`src/rtl/core/hsg_fifo.sv`:
```
module hsg_fifo #(
  parameter int WIDTH = 8,
  parameter int DEPTH = 4
) (
  input  logic                       clk,
  input  logic                       rst,
  input  logic                       push,
  input  logic [WIDTH-1:0]           wdata,
  input  logic                       pop,
  output logic [WIDTH-1:0]           rdata,
  output logic                       empty,
  output logic [$clog2(DEPTH+1)-1:0] count
);

  localparam int PW = $clog2(DEPTH);

  logic [WIDTH-1:0] slots [DEPTH];
  logic [PW-1:0]    head;
  logic [PW-1:0]    tail;

  // Storage; the writer never pushes into a full queue.
  always_ff @(posedge clk) begin
    if (push) begin
      slots[tail] <= wdata;
    end
  end

  // Pointers wrap naturally since the depth is a power of two.
  always_ff @(posedge clk) begin
    if (rst) begin
      head  <= '0;
      tail  <= '0;
      count <= '0;
    end else begin
      if (push) begin
        tail <= tail + 1'b1;
      end
      if (pop) begin
        head <= head + 1'b1;
      end
      case ({push, pop})
        2'b10:   count <= count + 1'b1;
        2'b01:   count <= count - 1'b1;
        default: count <= count;
      endcase
    end
  end

  assign rdata = slots[head];
  assign empty = (count == '0);

endmodule

```
`config.mk`:
```
export PLATFORM = sky130hd
export DESIGN_NAME = hsg_fifo
export DESIGN_NICKNAME = d
export VERILOG_FILES = /design/src/rtl/core/hsg_fifo.sv
export SDC_FILE = /design/constraint.sdc
export NUM_CORES = 1
export LEC_CHECK = 0
export BUFFER_PORTS_ARGS = -buffer_cell sky130_fd_sc_hd__buf_2
export CAP_MARGIN = 20
export CORE_MARGIN = 2
export CORE_UTILIZATION = 45
export CTS_BUF_LIST = sky130_fd_sc_hd__clkbuf_2 sky130_fd_sc_hd__clkbuf_4 sky130_fd_sc_hd__clkbuf_8
export CTS_CLUSTER_SIZE = 40
export DETAILED_ROUTE_END_ITERATION = 7
export GPL_ROUTABILITY_DRIVEN = 0
export PLACE_DENSITY = 0.75
export RECOVER_POWER = 100
export SYNTH_ARGS = -nofsm -noshare
export SYNTH_HDL_FRONTEND = slang
export SYNTH_SLANG_ARGS = --single-unit
```
`constraint.sdc`:
```
create_clock -name clk -period 3.2 [get_ports clk]
set_input_delay 0.8 -clock clk [delete_from_list [all_inputs] [get_ports clk]]
set_output_delay 0.8 -clock clk [all_outputs]
set_load 0.01 [all_outputs]
```
; Word level (Yosys, flattened, before mapping)
; Memory sizes are Yosys's and may differ from the RTL's. A register that Yosys moved wholly into a read port is not among the register bits.
; Cells that the tools add are included.
[totals]
reg_bits = 7
ramBits = 32
input_bits = 12
output_inout_bits = 12
word_cells = 17
mem_count = 1
[mem_list]
columns = name, depth, width, rd, rd_clocked_by_memory_dff, write_ports, line_no
row1 = slots, 4, 8, 1, 1, 1, 17  ; logic [WIDTH-1:0] slots [DEPTH];
[classes]
n_addsub = 4
eq_ne = 2
muxes = 5
reduce_logical = 2
[op_table]
columns = op, n
row1 = $pmux 3 s2, 1
row2 = $add 2x1->2 const B, 2
row3 = $mux 2, 2
row4 = $add 3x1->3 const B, 1
row5 = $logic_not 3->1, 1
row6 = $sub 3x1->3 const B, 1
row7 = $eq 2x1->1 const B, 1
row8 = $eq 2x2->1 const B, 1
row9 = $mux 1, 2
row10 = $reduce_bool 2->1, 1

; Logic depth before layout (Yosys ltp)
; Gate-level depths: netlist (run 1).
[depth]
ltp_word = 3
depth_mapped = 7
mapped_depth_nobuf = 7

; Worst setup path before layout (run 1)
; OpenSTA, ideal clock, no wires.
[synth_path]
kind = input-to-reg
start = input push
end = register count[2]
setup_ps = 70
arrival_ps = 1979
required_time_ps = 3130
path_slack_ps = 1151
cell_stages = 7
n_path_buf = 0
cell_sequence = inv_1 -> ha_1 -> inv_1 -> fa_1 -> xor2_1 -> or3_1 -> a21oi_1
[synth_between]
elab_chain_len = 2
word_cells_on_any_way = 4
classes_between = eq/ne: 2 / mux: 1 / reduce/logical: 1
[synth_lines]
columns = item, line_no
row1 = "start, declared", 7  ; input logic push,
row2 = $eq 2x1->1 / $eq 2x2->1 (equally long branches), 41  ; case ({push, pop})
row3 = $pmux 3 s2 / $reduce_bool 2->1 (equally long branches), -
row4 = "end signal, assigned", 42  ; 2'b10: count <= count + 1'b1;
row5 = "end signal, assigned", 43  ; 2'b01: count <= count - 1'b1;
row6 = "end signal, assigned", 44  ; default: count <= count;
row7 = "end, declared", 12  ; output logic [$clog2(DEPTH+1)-1:0] count
; Parallel ways exist; a longest one is shown, timed or not.
; A chain may end at the register's enable or synchronous reset.

==> run metrics, run 1 <==
number of synthesis warnings=0; Resize count post-CTS=0; routed vias=777; Die Y=63.36 µm; clock share of power=0.268; WL per Instance=14.54 µm; Die X-Extent=63.36 µm; Static Leak=0.5938 nW; crit share post-route=0.7979; I/O pins=24; fmax=0.3916 GHz; die area=0.004014 mm²; Setup Skew=5.662 ps; Pwr Total=1.020 mW; initial antenna violation count=0; startpoint types=flip-flop; final antenna-violating net count=0; busiest grt layer=met2; met3 Usage GRT=0.04107; cell row count=21; Hold Worst Slack=545.7 ps; CP max FO=8; met2 GRT Util=0.2105; Nets=133; Layout Area Growth over Synthesis=12.08%; Largest delay share family, worst path=flip-flops; Final min period=2553 ps; Max-Cap Viols=0; drt total wl=2.355 mm; DR DRC count=0; sequential share of power=0.617; Seq/Total Area, Yosys=0.7198; ANT cells=0; RSZ-0062 raised after global routing=false; internal power=0.7859 mW; Critical Path End Type=output pin; post-synth net total=106; cells after synthesis=88; number of global-route vias before repair=808; 1st-iter DRT viols=45; core area=0.003363 mm²; slowest CP cell=dfxtp_1; Setup TNS Final=0 ps; first-pass GRT wire length=3.939 mm; postcts setup bufs=0; Synth Register Bits=41; Max H-tree Level=2; Skew-Pair Late Insertion Delay=330 ps; CTS Buf Count=5; logic gate share of total power=0.115; relative slew slack=0.5689; kind of critical path=flip-flop to output pin; WP buf/inv=1; maximum vdd drop=0.0003323 V; buffers added on ports=23; Clock Tree Buf Depth=2; Setup violations, final=0; cell chain of the critical path=mux4_2 > clkbuf_1; Tightest Pin Transition=646.3 ps; met1 usage=0.1691; total track usage=0.1352; Switch Pwr=0.2339 mW; max-slew violation count=0; share of cells above drive strength 1=0.1466; CTS Hold Bufs=0; CP max stage delay=690 ps; critical path arrival=1750 ps; post-synthesis instance area=0.001585 mm²; syn avg cell area=18.01 µm²; Net Sw Frac=0.2294; fillers=314; status=finished clean; Tightest Hold Check Type=flip-flop to flip-flop; final hold vios=0; number of library cell types mapped by synthesis=19; largest net degree at the start of global routing=13; Initial Utilization=0.4714; Clock transition at path regs=100 ps; Avg Vias per Cell=4.796; Detailed Place HPWL=1.646 mm; iteration count of the initial detailed-routing pass=4; required time worst endpoint=2400 ps; grt ovf=0; PD cells=574.0 mW/mm²; clk root buf=clkbuf_4; CTS sink cnt=41; CTS tree=done
[synth_stat cells]
cell type / instances / share of area
a21oi_1: 2 / 0.0063
and2_1: 4 / 0.016
buf_6: 1 / 0.0071
clkbuf_1: 1 / 0.0024
clkbuf_2: 1 / 0.0032
dfxtp_1: 9 / 0.11
edfxtp_1: 32 / 0.61
fa_1: 1 / 0.013
ha_1: 5 / 0.039
inv_1: 6 / 0.014
mux2i_1: 1 / 0.0063
mux4_2: 8 / 0.11
nand2_1: 1 / 0.0024
nor2_1: 8 / 0.019
nor3_1: 1 / 0.0032
o21ai_0: 1 / 0.0032
or3_1: 1 / 0.0039
xnor2_1: 2 / 0.011
xor2_1: 3 / 0.017
[tightest hold or removal path: cells and delay by family (launching register included)]
kind	cells	cell delay, ps
and+or+nand+nor	1	70
xor gates and xnor gates	1	80
DFF	1	360
[registers in the layout, indices dropped and copies added (netlist names), named ones only]
| name | count |
|---|---|
| count | 3 |
| head | 2 |
| slots | 32 |
| tail | 2 |
[power groups by stage]
stage | logic (mW) | registers (mW) | clock network, mW
final | 0.117 | 0.629 | 0.273
after global routing | 0.131 | 0.635 | 0.309
after CTS | 0.128 | 0.630 | 0.284
after detailed placement | 0.127 | 0.642 | 0
after global placement | 0.123 | 0.639 | 0
after floorplan | 0.0881 | 0.632 | 0
[area by class of cell]
| cell class | count | area (µm²) | area share |
|---|---|---|---|
| clock buffers | 8 | 66.31 | 0.03732 |
| inverters | 6 | 22.52 | 0.01268 |
| multi-input cells | 38 | 401.6 | 0.2261 |
| flip-flops and latches | 41 | 1141 | 0.6423 |
| well taps | 46 | 57.56 | 0.03239 |
| repair buffers | 23 | 87.58 | 0.04930 |
[cell usage in the layout (no fill, tap or decap), drive strengths merged]
cell type,n
buf,1
xor2,3
nand2,1
a21oi,2
nor2,8
fa,1
mux2i,1
or3,1
xnor2,2
mux4,8
clkbuf,30
nor3,1
ha,5
and2,4
inv,6
o21ai,1
dfxtp,9
edfxtp,32
[per-stage QoR]
stage	setup slack [ps]	instances	instance area, µm²	util
floorplan	1151	88	1585	-
global placement	973.5	154	1738	0.5167
detailed placement	880.3	154	1738	0.5167
CTS	584.8	162	1804	0.5365
global route	502.4	162	1777	0.5283
finish	646.6	162	1777	0.5283
[cells by family (layout without fill, tap and decap cells)]
logic type | Yosys count | count (layout) | share of synthesized area
fa+ha+maj | 6 | 6 | 0.05209
buf+inv | 9 | 37 | 0.02683
xor+xnor | 5 | 5 | 0.02763
compound gates | 3 | 3 | 0.009468
mux | 9 | 9 | 0.1200
simple gates | 15 | 15 | 0.04419
flops | 41 | 41 | 0.7198
[path summary, 6_finish.rpt]
path	end	cells past startpoint	slack (ps)	start
worst max register to register	count[2]	5	1620	count[0]
worst min register to register	head[0]	2	550	head[0]
worst max-delay path	rdata[1]	2	650	flip-flop
worst min-delay path	head[0]	2	550	head[0]
[metal layers]
layer	vias up	wire (µm)
met5	-	0
met1	381	978
met2	21	1231
met4	0	36
met3	3	109
li1	372	-
Power figures use the tool's default switching activity.
==> run 2, diff against run 1 <==
--- a/config.mk
+++ b/config.mk
@@ -13,7 +13,7 @@
 export CTS_CLUSTER_SIZE = 40
 export DETAILED_ROUTE_END_ITERATION = 7
 export GPL_ROUTABILITY_DRIVEN = 0
-export PLACE_DENSITY = 0.75
+export PLACE_DENSITY = 0.78
 export RECOVER_POWER = 100
 export SYNTH_ARGS = -nofsm -noshare
 export SYNTH_HDL_FRONTEND = slang
==> constraint.sdc (replaced) <==
create_clock -name clk -period 2.2 [get_ports clk]
set_input_delay 0.55 -clock clk [delete_from_list [all_inputs] [get_ports clk]]
set_output_delay 0.55 -clock clk [all_outputs]
set_load 0.01 [all_outputs]
==> run metrics, run 2 (synthesized netlist as in run 1, its figures left out) <==
PD cells=858.7 mW/mm²; cell row count=21; I/O pins=24; fillers=310; Setup violations, final=0; maximum vdd drop=0.0006616 V; placed cell count=155; CTS sink cnt=41; grt ovf=0; status=finished clean; kind of critical path=flip-flop to output pin; required time worst endpoint=1650 ps; cell chain of the critical path=buf_4 > mux4_2 > clkbuf_2; CP max FO=8; Initial Utilization=0.4714; internal power=1.216 mW; Static Leak=0.6204 nW; final antenna-violating net count=0; sequential share of power=0.586; Die Y=63.36 µm; share of cells above drive strength 1=0.1966; Max-Cap Viols=0; number of global-route vias before repair=835; Setup TNS Final=0 ps; Register Area=0.001141 mm²; Tightest Pin Transition=582.3 ps; core area=0.003363 mm²; logic gate share of total power=0.120; Detailed Place HPWL=1.669 mm; Final Non-Filler Cells=163; routed vias=792; relative slew slack=0.6116; Largest delay share family, worst path=multiplexers; startpoint types=flip-flop; ANT cells=0; first-pass GRT wire length=3.926 mm; Final min period=2078 ps; largest net degree at the start of global routing=13; Net Sw Frac=0.2152; DR DRC count=0; buffers added on ports=23; Skew-Pair Late Insertion Delay=320 ps; Clock transition at path regs=100 ps; Top Registers=slots (32), count (3); Die X-Extent=63.36 µm; Switch Pwr=0.3334 mW; max-slew violation count=0; Critical Path End Type=output pin; slowest CP cell=mux4_2; Setup Skew=8.337 ps; fmax=0.4813 GHz; Resize count post-CTS=0; area of the multi-input gates=401.6 µm²; postcts setup bufs=0; commonest non-fill, non-tap cell in the layout=edfxtp_1; Largest Register=slots; iteration count of the initial detailed-routing pass=2; CTS Hold Bufs=0; final hold vios=0; Avg Vias per Cell=4.859; 1st-iter DRT viols=31; crit share post-route=0.9443; Layout Area Growth over Synthesis=13.81%; total track usage=0.1309; die area=0.004014 mm²; clock share of power=0.294; clk root buf=clkbuf_4; max FFs per register=32; Clock Tree Buf Depth=2; initial antenna violation count=0; CTS Buf Count=5; Nets=134; commonest cells after routing, fill and taps aside=32 x edfxtp_1, 16 x clkbuf_1, 9 x dfxtp_1; CTS tree=done; RSZ-0062 raised after global routing=false; WP buf/inv=2; drt total wl=2.299 mm; CP max stage delay=530 ps; critical path arrival=1530 ps; Max H-tree Level=2; Tightest Hold Check Type=primary input to flip-flop; WL per Instance=14.10 µm
## run 2: cell types whose count changed in the layout (fill, tap and decap cells not counted)
cell	delta
buf_2	+1
clkbuf_4	-1
buf_4	+1
clkbuf_2	+5
clkbuf_8	-1
clkinv_1	+1
bufinv_16	+1
clkbuf_1	-6
## run 2: final timing paths
path	startpoint	end	slack, ps	depth (start not counted)
worst max-delay path	flip-flop	rdata[7]	120	3
worst min-delay path	wdata[7]	slots[2][7]	480	1
worst max register to register	count[0]	count[2]	620	5
worst min register to register	count[2]	count[2]	540	2
## run 2: final cells by class
| class | instances | share of cell area |
|---|---|---|
| multi-input cells | 38 | 0.2226 |
| inverters | 6 | 0.01248 |
| flip-flops and latches | 41 | 0.6325 |
| repair buffers | 24 | 0.05687 |
| clock buffers | 6 | 0.02497 |
| well taps | 46 | 0.03190 |
| clock inverters | 2 | 0.01872 |
## run 2: routing by layer
metal | GRT usage | up-vias | share of wire
li1 | - | 380 | -
met1 | 0.1620 | 387 | 0.43
met2 | 0.2184 | 23 | 0.51
met3 | 0.03750 | 2 | 0.050
met4 | 0.04891 | 0 | 0.0052
met5 | 0 | - | 0
## run 2: worst register-to-register path: stages, from the launching register on
cell and delay, ps:
dfxtp_1 410, inv_1 90, fa_1 430, xor2_1 160
or3_1 300, a21oi_1 140
## run 2: power by group through the flow
stage | Sequential (mW) | Clock [mW] | Combinational (mW)
floorplan | 0.919 | 0 | 0.128
global placement | 0.921 | 0 | 0.190
detailed placement | 0.926 | 0 | 0.197
CTS | 0.909 | 0.470 | 0.198
global route | 0.913 | 0.505 | 0.207
finish | 0.908 | 0.456 | 0.186
## run 2: through the flow
stage / instance area, µm² / total power, mW / hold slack [ps] / setup WS (ps) / utilization
after floorplan: 1585 / 1.047 / 484.7 / 401.3 / -
after global placement: 1745 / 1.111 / 487.2 / 228.0 / 0.5190
after detailed placement: 1745 / 1.123 / 505.7 / 149.6 / 0.5190
after CTS: 1824 / 1.577 / 420.8 / 77.83 / 0.5424
after global routing: 1804 / 1.626 / 469.8 / 26.92 / 0.5365
final: 1804 / 1.549 / 478.3 / 122.5 / 0.5365
==> run 3, diff against run 2 <==
--- a/config.mk
+++ b/config.mk
@@ -13,7 +13,7 @@
 export CTS_CLUSTER_SIZE = 40
 export DETAILED_ROUTE_END_ITERATION = 7
 export GPL_ROUTABILITY_DRIVEN = 0
-export PLACE_DENSITY = 0.78
+export PLACE_DENSITY = 0.68
 export RECOVER_POWER = 100
 export SYNTH_ARGS = -nofsm -noshare
 export SYNTH_HDL_FRONTEND = slang
==> run metrics, run 3 (synthesized netlist as in run 1, its figures left out) <==
CTS Hold Bufs=0; largest net degree at the start of global routing=13; number of global-route vias before repair=869; Setup Skew=15.70 ps; Resize count post-CTS=0; Final min period=2088 ps; Pwr Total=1.567 mW; final non-filler cell area=0.001804 mm²; startpoint types=flip-flop; status=finished clean; Final Non-Filler Cells=163; Clock transition at path regs=120 ps; share of cells above drive strength 1=0.1966; RSZ-0062 raised after global routing=false; Top Registers=slots (32), count (3); Critical Path End Type=output pin; critical path arrival=1540 ps; max FFs per register=32; routed vias=798; 1st-iter DRT viols=15; total track usage=0.1404; commonest cells after routing, fill and taps aside=32 x edfxtp_1, 16 x clkbuf_1, 9 x dfxtp_1; Layout Area Growth over Synthesis=13.81%; CP max FO=8; core area=0.003363 mm²; Max-Cap Viols=0; postcts setup bufs=0; placed cell count=155; WL per Instance=14.20 µm; Avg Vias per Cell=4.896; R2R Setup Slk=570 ps; iteration count of the initial detailed-routing pass=4; Setup violations, final=0; cell row count=21; Largest Register=slots; Nets=134; grt ovf=0; cell chain of the critical path=buf_4 > mux4_2 > clkbuf_2; Initial Utilization=0.4714; CTS Buf Count=5; die area=0.004014 mm²; slowest CP cell=mux4_2; maximum vdd drop=0.0004067 V; relative slew slack=0.5738; I/O pins=24; clk root buf=clkbuf_4; fmax=0.4790 GHz; CTS tree=done; fillers=316; drt total wl=2.314 mm; PD cells=868.3 mW/mm²; Static Leak=0.6204 nW; required time worst endpoint=1650 ps; first-pass GRT wire length=4.036 mm; Skew-Pair Late Insertion Delay=340 ps; crit share post-route=0.9489; final hold vios=0; Clock Tree Buf Depth=2; Detailed Place HPWL=1.676 mm; final antenna-violating net count=0; DR DRC count=0; Max H-tree Level=2; ANT cells=0; Tightest Pin Transition=638.9 ps; buffers added on ports=23; Tightest Hold Check Type=primary input to flip-flop; CP max stage delay=530 ps; CTS sink cnt=41; Die X-Extent=63.36 µm; kind of critical path=flip-flop to output pin; Setup TNS Final=0 ps; Die Y=63.36 µm; initial antenna violation count=0; commonest non-fill, non-tap cell in the layout=edfxtp_1; post-place instance area=0.001745 mm²; max-slew violation count=0
## run 3: cell counts in the layout (fill, tap and decap cells not counted)
Identical to the previous run, type by type.
## run 3: final timing paths
| check | from | to | depth (start not counted) |
|---|---|---|---|
| worst max-delay path | flip-flop | rdata[1] | 3 |
| worst min-delay path | rst | head[0] | 2 |
| worst max register to register | count[0] | count[2] | 5 |
| worst min register to register | head[0] | head[0] | 2 |
## run 3: layout make-up
cell class | count | area (µm²) | share of cell area
Sequential cell | 41 | 1141 | 0.6325
Multi-Input combinational cell | 38 | 401.6 | 0.2226
Timing Repair Buffer | 24 | 102.6 | 0.05687
Tap cell | 46 | 57.56 | 0.03190
Clock buffer | 6 | 45.04 | 0.02497
Clock inverter | 2 | 33.78 | 0.01872
Inverter | 6 | 22.52 | 0.01248
## run 3: per-stage QoR
step / hold WS, ps / setup slack (ps) / utilization
detailed placement: 519.1 / 111.9 / 0.5190
global placement: 488.8 / 215.7 / 0.5190
global route: 454.5 / 22.74 / 0.5365
finish: 457.8 / 112.5 / 0.5365
floorplan: 484.7 / 401.3 / -
CTS: 401.3 / 67.48 / 0.5424
## run 3: power by group
part           switching, mW  leakage [nW]  internal [mW]
clock network          0.226        0.0433          0.249
logic                 0.0992         0.209         0.0855
registers             0.0247         0.368          0.882
## run 3: routing by layer
layer / share of wire / track usage / wire length [µm] / vias to the layer above
met2: 0.49 / 0.2224 / 1140 / 20
met5: 0 / 0 / 0 / -
met1: 0.43 / 0.1685 / 1002 / 392
met3: 0.045 / 0.03929 / 104 / 8
li1: - / - / - / 378
met4: 0.029 / 0.08967 / 66 / 0
## run 3: worst max-delay path: cells and delay by family, from the launching register on
family / cells / cell delay (ps)
mux: 1 / 530
buf+inv: 2 / 340
flops: 1 / 330
