[config.mk]
export PLATFORM = sky130hd
export DESIGN_NAME = hsg_back
export DESIGN_NICKNAME = d
export VERILOG_FILES = /design/src/rtl/core/hsg_pkg.sv /design/src/rtl/core/hsg_fifo.sv /design/src/rtl/core/hsg_back.sv
export SDC_FILE = /design/constraint.sdc
export NUM_CORES = 2
export LEC_CHECK = 0
export BUFFER_PORTS_ARGS = -buffer_cell sky130_fd_sc_hd__buf_2
export CORE_ASPECT_RATIO = 1.1
export CORE_MARGIN = 3
export CORE_UTILIZATION = 44
export CTS_CLUSTER_DIAMETER = 30
export CTS_CLUSTER_SIZE = 16
export DETAILED_ROUTE_END_ITERATION = 8
export GPL_ROUTABILITY_DRIVEN = 0
export PLACE_DENSITY_LB_ADDON = 0.25
export SYNTH_ARGS = -nofsm -noshare
export SYNTH_HDL_FRONTEND = slang
export SYNTH_HIERARCHICAL = 1
export SYNTH_SLANG_ARGS = --single-unit
[constraint.sdc]
create_clock -name clk -period 11.2 [get_ports clk]
set_input_delay 2.24 -clock clk [delete_from_list [all_inputs] [get_ports clk]]
set_output_delay 2.24 -clock clk [all_outputs]
set_load 0.03 [all_outputs]
[src/rtl/core/hsg_pkg.sv]
package hsg_pkg;

  // Default build limits for the frame size.
  localparam int DEF_MAX_WIDTH  = 4096;
  localparam int DEF_MAX_HEIGHT = 4096;

  // Frame size after reset, before any register write.
  localparam int DIM_RESET = 4096;

  // Field widths of the item and result beats.
  localparam int SAMPLE_W = 16;
  localparam int SLOPE_W  = 29;
  localparam int POS_W    = 12;

  // Configuration port.
  localparam int CFG_INDEX_W = 2;
  localparam int CFG_DATA_W  = 13;
  localparam logic [CFG_INDEX_W-1:0] REG_FRAME_WIDTH  = 2'd0;
  localparam logic [CFG_INDEX_W-1:0] REG_FRAME_HEIGHT = 2'd1;

  // Saturation limits of a slope.
  localparam int SLOPE_MAX = (2 ** (SLOPE_W - 1)) - 1;
  localparam int SLOPE_MIN = -(2 ** (SLOPE_W - 1));

  // Queue depths; both must be powers of two.
  localparam int JOB_DEPTH = 4;
  localparam int OUT_DEPTH = 4;

  // Result slots one input pixel can release, in output order.
  localparam int NUM_EMIT     = 4;
  localparam int EM_UPPER_LAG = 0;  // pixel (c-1, r-1)
  localparam int EM_UPPER_END = 1;  // pixel (c, r-1) at the end of a row
  localparam int EM_LOWER_LAG = 2;  // pixel (c-1, r) on the last row
  localparam int EM_LOWER_END = 3;  // pixel (c, r) at the end of the last row

  // One image column around the current row: rows r, r-1 and r-2.
  typedef struct packed {
    logic [SAMPLE_W-1:0] cur;
    logic [SAMPLE_W-1:0] up1;
    logic [SAMPLE_W-1:0] up2;
  } column_t;

  // Classification the front end attaches to each job.
  typedef struct packed {
    logic [NUM_EMIT-1:0] emit;
    logic                col_ge1;
    logic                row_ge1;
    logic                row_ge2;
  } job_flags_t;

  // One result beat.
  typedef struct packed {
    logic signed [SLOPE_W-1:0] slope_x;
    logic signed [SLOPE_W-1:0] slope_y;
    logic [POS_W-1:0]          out_col;
    logic [POS_W-1:0]          out_row;
    logic                      last_of_run;
    logic                      end_of_frame;
  } result_t;

  // Width of a job word: three columns, flags, column and row position.
  function automatic int job_w(input int cw, input int rw);
    return 3 * $bits(column_t) + $bits(job_flags_t) + cw + rw;
  endfunction

endpackage

[src/rtl/core/hsg_fifo.sv]
module hsg_fifo #(
  parameter int WIDTH = 8,
  parameter int DEPTH = 4
) (
  input  logic                       clk,
  input  logic                       rst,
  input  logic                       push,
  input  logic [WIDTH-1:0]           wdata,
  input  logic                       pop,
  output logic [WIDTH-1:0]           rdata,
  output logic                       empty,
  output logic [$clog2(DEPTH+1)-1:0] count
);

  localparam int PW = $clog2(DEPTH);

  logic [WIDTH-1:0] slots [DEPTH];
  logic [PW-1:0]    head;
  logic [PW-1:0]    tail;

  // Storage; the writer never pushes into a full queue.
  always_ff @(posedge clk) begin
    if (push) begin
      slots[tail] <= wdata;
    end
  end

  // Pointers wrap naturally since the depth is a power of two.
  always_ff @(posedge clk) begin
    if (rst) begin
      head  <= '0;
      tail  <= '0;
      count <= '0;
    end else begin
      if (push) begin
        tail <= tail + 1'b1;
      end
      if (pop) begin
        head <= head + 1'b1;
      end
      case ({push, pop})
        2'b10:   count <= count + 1'b1;
        2'b01:   count <= count - 1'b1;
        default: count <= count;
      endcase
    end
  end

  assign rdata = slots[head];
  assign empty = (count == '0);

endmodule

[src/rtl/core/hsg_back.sv]
module hsg_back #(
  parameter int MAX_WIDTH  = hsg_pkg::DEF_MAX_WIDTH,
  parameter int MAX_HEIGHT = hsg_pkg::DEF_MAX_HEIGHT
) (
  input  logic                             clk,
  input  logic                             rst,
  input  logic [$clog2(MAX_WIDTH+1)-1:0]   frame_w,
  input  logic [$clog2(MAX_HEIGHT+1)-1:0]  frame_h,
  input  logic [hsg_pkg::job_w($clog2(MAX_WIDTH), $clog2(MAX_HEIGHT))-1:0] job_data,
  input  logic                             job_empty,
  output logic                             job_pop,
  input  logic                             pop,
  output logic                             empty,
  output hsg_pkg::result_t                 result
);

  import hsg_pkg::*;

  localparam int CW     = $clog2(MAX_WIDTH);
  localparam int RW     = $clog2(MAX_HEIGHT);
  localparam int DIM_W  = $clog2(MAX_WIDTH + 1);
  localparam int HDIM_W = $clog2(MAX_HEIGHT + 1);
  localparam int MAXD_W = (DIM_W > HDIM_W) ? DIM_W : HDIM_W;
  localparam int PXW    = ((MAXD_W + 18) > 30) ? (MAXD_W + 18) : 30;
  localparam int OCW    = $clog2(OUT_DEPTH + 1);
  localparam int DFW    = SAMPLE_W + 1;

  localparam logic signed [PXW-1:0] SAT_HI = PXW'(SLOPE_MAX);
  localparam logic signed [PXW-1:0] SAT_LO = PXW'(SLOPE_MIN);

  column_t       j_cur;
  column_t       j_prev;
  column_t       j_left;
  job_flags_t    j_flags;
  logic [CW-1:0] j_col;
  logic [RW-1:0] j_row;

  logic [NUM_EMIT-1:0] done;
  logic [NUM_EMIT-1:0] remaining;
  logic [NUM_EMIT-1:0] sel;
  logic                last_em;
  logic                credit;
  logic                issue;

  logic                      lag;
  logic                      upper;
  column_t                   center;
  column_t                   left;
  logic [SAMPLE_W-1:0]       right_v;
  logic [SAMPLE_W-1:0]       left_v;
  logic [SAMPLE_W-1:0]       bot_v;
  logic [CW-1:0]             em_col;
  logic [RW-1:0]             em_row;
  logic signed [DFW-1:0]     dx_next;
  logic signed [DFW-1:0]     dy_next;

  logic                  b1_valid;
  logic signed [DFW-1:0] b1_dx;
  logic signed [DFW-1:0] b1_dy;
  logic [POS_W-1:0]      b1_col;
  logic [POS_W-1:0]      b1_row;
  logic                  b1_last;
  logic                  b1_eof;

  logic                  b2_valid;
  logic signed [PXW-1:0] b2_px;
  logic signed [PXW-1:0] b2_py;
  logic [POS_W-1:0]      b2_col;
  logic [POS_W-1:0]      b2_row;
  logic                  b2_last;
  logic                  b2_eof;

  result_t        res_in;
  logic [OCW-1:0] out_count;

  function automatic logic signed [SLOPE_W-1:0] saturate(input logic signed [PXW-1:0] p);
    logic signed [SLOPE_W-1:0] s;
    if (p > SAT_HI) begin
      s = SLOPE_W'(SLOPE_MAX);
    end else if (p < SAT_LO) begin
      s = SLOPE_W'(SLOPE_MIN);
    end else begin
      s = p[SLOPE_W-1:0];
    end
    return s;
  endfunction

  assign {j_cur, j_prev, j_left, j_flags, j_col, j_row} = job_data;

  // Walk the released slots of the head job, lowest first, one a cycle while the result queue has room.
  always_comb begin
    remaining = j_flags.emit & ~done;
    sel       = remaining & (~remaining + NUM_EMIT'(1));
    last_em   = (remaining == sel);
    credit    = ({1'b0, out_count} + (OCW+1)'(b1_valid) + (OCW+1)'(b2_valid))
                < (OCW+1)'(OUT_DEPTH);
    issue     = !job_empty && credit;
    job_pop   = issue && last_em;
  end

  always_ff @(posedge clk) begin
    if (rst) begin
      done <= '0;
    end else if (issue) begin
      done <= last_em ? '0 : (done | sel);
    end
  end

  // Neighbor selection: lagging slots center on column c-1, upper ones on row r-1.
  always_comb begin
    lag     = sel[EM_UPPER_LAG] || sel[EM_LOWER_LAG];
    upper   = sel[EM_UPPER_LAG] || sel[EM_UPPER_END];
    center  = lag ? j_prev : j_cur;
    left    = lag ? j_left : (j_flags.col_ge1 ? j_prev : j_cur);
    right_v = upper ? j_cur.up1 : j_cur.cur;
    left_v  = upper ? left.up1 : left.cur;
    if (upper) begin
      bot_v = j_flags.row_ge2 ? center.up2 : center.up1;
    end else begin
      bot_v = j_flags.row_ge1 ? center.up1 : center.cur;
    end
    dx_next = $signed({1'b0, right_v}) - $signed({1'b0, left_v});
    dy_next = $signed({1'b0, center.cur}) - $signed({1'b0, bot_v});
    em_col  = lag ? j_col - CW'(1) : j_col;
    em_row  = upper ? j_row - RW'(1) : j_row;
  end

  // Differences stage.
  always_ff @(posedge clk) begin
    if (rst) begin
      b1_valid <= 1'b0;
    end else begin
      b1_valid <= issue;
    end
  end

  always_ff @(posedge clk) begin
    if (issue) begin
      b1_dx   <= dx_next;
      b1_dy   <= dy_next;
      b1_col  <= POS_W'(em_col);
      b1_row  <= POS_W'(em_row);
      b1_last <= last_em;
      b1_eof  <= sel[EM_LOWER_END];
    end
  end

  // Scaling stage: frame size times difference.
  always_ff @(posedge clk) begin
    if (rst) begin
      b2_valid <= 1'b0;
    end else begin
      b2_valid <= b1_valid;
    end
  end

  always_ff @(posedge clk) begin
    if (b1_valid) begin
      b2_px   <= $signed({{(PXW-DIM_W){1'b0}}, frame_w}) * PXW'(b1_dx);
      b2_py   <= $signed({{(PXW-HDIM_W){1'b0}}, frame_h}) * PXW'(b1_dy);
      b2_col  <= b1_col;
      b2_row  <= b1_row;
      b2_last <= b1_last;
      b2_eof  <= b1_eof;
    end
  end

  // Clip to the slope range and queue the beat.
  always_comb begin
    res_in.slope_x      = saturate(b2_px);
    res_in.slope_y      = saturate(b2_py);
    res_in.out_col      = b2_col;
    res_in.out_row      = b2_row;
    res_in.last_of_run  = b2_last;
    res_in.end_of_frame = b2_eof;
  end

  hsg_fifo #(
    .WIDTH ($bits(result_t)),
    .DEPTH (OUT_DEPTH)
  ) u_out_fifo (
    .clk   (clk),
    .rst   (rst),
    .push  (b2_valid),
    .wdata (res_in),
    .pop   (pop && !empty),
    .rdata (result),
    .empty (empty),
    .count (out_count)
  );

endmodule

After elaboration in Yosys (flattened, before gate mapping)

Memory sizes are Yosys's and may differ from the RTL's. A register that Yosys moved wholly into a read port is not among the register bits.
Cells that the tools add are included.

RAM bits: 336
Register bits after elaboration: 161
Logic and storage cells: 74
Memories: 1

Order comparisons: 5
Bitwise gates (word level): 5
Multiplexer cells: 20
Equal/unequal tests: 3
Multipliers: 2
Reduce and logical (&&, ||, !) cells: 9
Add/subtract/negate cells: 11

Memories:

| memory           | depth | width | rd ports | clocked after Yosys merged registers in | write ports | RTL line       | RTL |
|---|---|---|---|---|---|---|---|
| u_out_fifo.slots | 4     | 84    | 1        | 1                                       | 1           | hsg_fifo.sv:17 | `logic [WIDTH-1:0] slots [DEPTH];` |

Operators with widths:

| kind                                                  | number |
|---|---|
| two-way mux 48 bit                                    | 3 |
| two-way mux 29 bit                                    | 4 |
| two-way mux 16 bit                                    | 5 |
| > comparator 31 x 29 -> 1 bit (second input constant) | 2 |
| < comparator 31 x 29 -> 1 bit (second input constant) | 2 |
| multiplier 14 x 17 -> 31 bit                          | 2 |
| subtractor 16 x 16 -> 17 bit                          | 2 |
| two-way mux 12 bit                                    | 2 |
| subtractor 12 x 1 -> 12 bit (second input constant)   | 2 |
| bitwise AND 4 bit                                     | 2 |
| NOT 4 bit                                             | 2 |
| case mux 3 bit (2 select lines)                       | 1 |
| adder 2 x 1 -> 2 bit (second input constant)          | 2 |
| adder 3 x 1 -> 4 bit                                  | 1 |
| adder 4 x 1 -> 4 bit                                  | 1 |
| adder 4 x 1 -> 4 bit (second input constant)          | 1 |
| equality test 4 bit                                   | 1 |
| < comparator 4 x 3 -> 1 bit (second input constant)   | 1 |
| two-way mux 2 bit                                     | 2 |
| two-way mux 4 bit                                     | 1 |
| bitwise OR 4 bit                                      | 1 |
| adder 3 x 1 -> 3 bit (second input constant)          | 1 |
| logical AND 1 bit                                     | 3 |
| logical NOT 3 bit                                     | 1 |
| other kinds (7)                                       | 10 |

Longest topological paths before layout

Word-level depth: 10
Mapped depth: 24
Gate-level depth less buffers: 22

By module

The synthesis kept the hierarchy.

Modules (own cells, without submodules):

| module   | seq. area each (µm²) | instances | cells each | area each (µm²) |
|---|---|---|---|---|
| hsg_back | 4564.4               | 1         | 2888       | 25827.3 |
| hsg_fifo | 10269.8              | 1         | 484        | 12545.8 |

Worst setup path before layout

OpenSTA, ideal clock, no wires.

Path type: in2out
Start point: input port job_empty
End point: output port job_pop
Cell stages on the path: 2
Buffers on the path: 0
Arrival time: 7.683 ns
Required time: 8.960 ns
Slack: 1.277 ns
Cells stage by stage: a211oi_1 > and2_1

Longest elaborated chain between the ends: 3

Ends and longest elaborated chain:

| element            | RTL line       | RTL |
|---|---|---|
| start: declaration | hsg_back.sv:10 | `input logic job_empty,` |
| logical NOT 1 bit  | hsg_back.sv:97 | `issue = !job_empty && credit;` |
| logical AND 1 bit  | hsg_back.sv:97 |  |
| logical AND 1 bit  | hsg_back.sv:98 | `job_pop = issue && last_em;` |
| end: declaration   | hsg_back.sv:11 | `output logic job_pop,` |

No other way between the ends.

Worst setup path in the final report

Start point: input port frame_h[3]
End point: register b2_py[30], data pin

Longest elaborated chain between the ends: 1

Ends and longest elaborated chain:

| element                      | RTL line        | RTL |
|---|---|---|
| start: declaration           | hsg_back.sv:8   | `input logic [$clog2(MAX_HEIGHT+1)-1:0] frame_h,` |
| multiplier 14 x 17 -> 31 bit | hsg_back.sv:160 | `b2_py <= $signed({{(PXW-HDIM_W){1'b0}}, frame_h}) * PXW'(b1_dy);` |
| end signal: assignment       | hsg_back.sv:160 |  |
| end: declaration             | hsg_back.sv:67  | `logic signed [PXW-1:0] b2_py;` |

No other way between the ends.
A chain may end at the register's enable or synchronous reset.

==> impl_metrics.yaml <==
routing:
  vias: 24480
  avgViaCountPerCell: 5.077
  route.detailed.drc: 0
  wl_per_cell_microns: 18.11
  first_pass_iters: 5
  drt-initial-drc-count: 1245
  postRouteAntennaNets: 0
  routed_wl_mm: 87.30
flow_run:
  maxCapViolations: 0
die:
  die_w_microns: 287.6
  rows: 112
  io_pins: 291
  start_util: 0.4482
  fp.coreArea_sq_um: 85620
  die_y_microns: 315.7
  die-area_sq_um: 90790
clock_tree:
  cts_root_buffer: "clkbuf_16"
  clk_pin_slew_ns: 0.05
  numCtsBuffers: 84
  holdBufCountCts: 0
  cts.path.max_buffers: 3
  post_cts_buffers: 0
  tritoncts: "yes"
  htreeDepth: 3
  worstSkewPairLatency_ns: 0.61
  cts_sinks: 499
  cts_resized: 0
synthesis:
  syn-num-nets: 4198
  synth_seq_area_share: 0.3866
  synth_top_area_share: 0.3788
  synth.avg_cell_area_sq_um: 11.38
  synth_edf_count: 484
  synth_largest_area_cell: "edfxtp_1"
  async_flop_share: 0
  synth_cells: 3372
  ys_ff_latch: 499
  yosys-top-cells-area: "edfxtp_1, fa_1, ha_1"
  ys_types: 68
  ys_warn_count: 6
  synth.most_common_cell: "inv_1"
  yosys_most_used_dff: "edfxtp_1"
  synthTopCellsByCount: "inv_1, edfxtp_1, nand2_1, fa_1, and2_1"
  synth_area_sq_um: 38370
critical_path:
  cpPeakStageDelay_ns: 0.64
  crit_chain: "buf_2 > and2_1 > inv_1 > fa_1 > fa_1 > fa_1 > inv_1 > fa_1 > fa_1 > inv_1 > fa_1 > inv_1 > ha_1 > inv_1 > a211oi_1 > o41ai_1 > nand4_1 > a211oi_1 > o21ai_1 > a2111oi_0 > a311oi_1"
  slowest_stage: "fa_1"
  start_kind: "primary input"
  worstSetupEndpointType: "flop"
  arrival_ns: 8.27
  cp_common_cell: "fa_1"
  crit_fanout: 17
  crit_type: "primary input to flop"
  crit_required_ns: 11.53
  crit_family: "adder cells"
  worst-path-buf-inv: 6
sta:
  final_max_slew_viol_count: 0
  fin_crit_ns: 7.940
  max_freq_ghz: 0.1259
  worst_slew_pin_slew_ns: 1.127
  clock_skew_ns: 0.01364
  setup_tns_ns: 0
  relSlewSlack: 0.2440
  finalSetupViolCount: 0
  rsz0062_at_grt: "false"
  hold_viol_final: 0
  finalCritPeriodShare: 0.7089
placed_design:
  portBuffers: 274
  dp_hpwl_mm: 65.81
  placedCellCount: 4662
final_layout:
  nets: 4434
  final_cell_count_no_fill: 4821
  area_growth_syn_to_layout_pct: 13.70
  drive_gt1_frac: 0.1453
worst_hold_path:
  min_path_type: "flop to flop"
global_routing:
  grt_max_degree: 77
  grt_overflow: 0
  grt_first_pass_wirelength_mm: 141.4
  antenna_found_initial: 15
  grt_pass1_vias: 25720
  grt_usage: 0.1997
run_status:
  status: "finished clean"
==> final timing paths <==
check / depth (start not counted) / slack (ns) / start / endpoint
max reg2reg: 22 / 4.46 / b1_dx[7] / b2_px[29]
min reg2reg: 0 / 0.41 / b1_col[7] / b2_col[7]
min: 0 / 0.41 / b1_col[7] / b2_col[7]
max: 21 / 3.26 / frame_h[3] / b2_py[30]
==> layout by cell type, fill, tap and decap left out, types with 74 or more instances in the layout <==
| cell type | count |
|---|---|
| ha_1 | 192 |
| nand2_1 | 444 |
| buf_2 | 274 |
| clkbuf_16 | 85 |
| xnor2_1 | 74 |
| inv_1 | 561 |
| a21oi_1 | 109 |
| nor2_1 | 210 |
| edfxtp_1 | 484 |
| and2_1 | 212 |
| fa_1 | 429 |
| mux4_2 | 84 |
==> routing by layer <==
layer  GRT usage  vias up  part of all wire
li1            -    11560                 -
met1      0.2718    12090              0.44
met2      0.3233      679              0.46
met3     0.04326      136             0.068
met4     0.05845       14             0.024
met5           0        -            0.0012
==> through the flow <==
stage / hold slack [ns] / setup slack (ns) / utilization / area, sq um
6_report: 0.4062 / 3.260 / 0.5096 / 43630
5_1_grt: 0.4036 / 2.966 / 0.5094 / 43610
4_1_cts: 0.3973 / 3.264 / 0.5094 / 43610
3_5_place_dp: 0.4045 / 2.601 / 0.4760 / 40760
3_3_place_gp: 0.4001 / 2.659 / 0.4760 / 40760
2_1_floorplan: 0.4003 / 1.277 / - / 38370
==> worst register-to-register path, delay by kind of cell (launching register included) <==
| kind | cells | cell delay [ns] |
|---|---|---|
| adders and majority gates | 7 | 3.32 |
| buffers and inverters | 6 | 0.30 |
| DFF | 1 | 0.65 |
| and+or+nand+nor | 4 | 1.04 |
| AOI/OAI and AO/OA | 5 | 1.22 |
==> cell families (layout without fill, tap and decap cells) <==
kind of cell | Yosys count | after routing | share of synthesized area
AO/OA/AOI/OAI | 313 | 313 | 0.05191
adder cells (fa/ha/maj) | 621 | 621 | 0.2864
multiplexers | 133 | 133 | 0.06211
flip-flops | 499 | 499 | 0.3866
XOR/XNOR | 100 | 100 | 0.02282
AND/OR/NAND/NOR | 1006 | 1006 | 0.1198
other | 0 | 6 | 0
buffers and inverters | 700 | 1003 | 0.07040
==> layout make-up <==
type | count | area [sq um]
Sequential cell | 499 | 14850
Tap cell | 1140 | 1426
Timing Repair Buffer | 289 | 1484
Multi-Input combinational cell | 2173 | 20890
Clock inverter | 59 | 698.2
Antenna cell | 6 | 15.01
Inverter | 561 | 2106
Clock buffer | 94 | 2161
Fill cell | 7582 | 41990
==> registers in the layout, indices dropped and copies added, names as in the netlist, 3 cells and up, named ones only <==
signal / flops
b2_col: 12
b1_dx: 17
b1_dy: 17
b2_px: 31
b1_row: 12
b1_col: 12
b2_py: 31
u_out_fifo/slots: 336
u_out_fifo/count: 3
b2_row: 12
done: 4
Power is not shown: default switching activity piles up to over one toggle a cycle in this logic, so the estimate is an artifact.
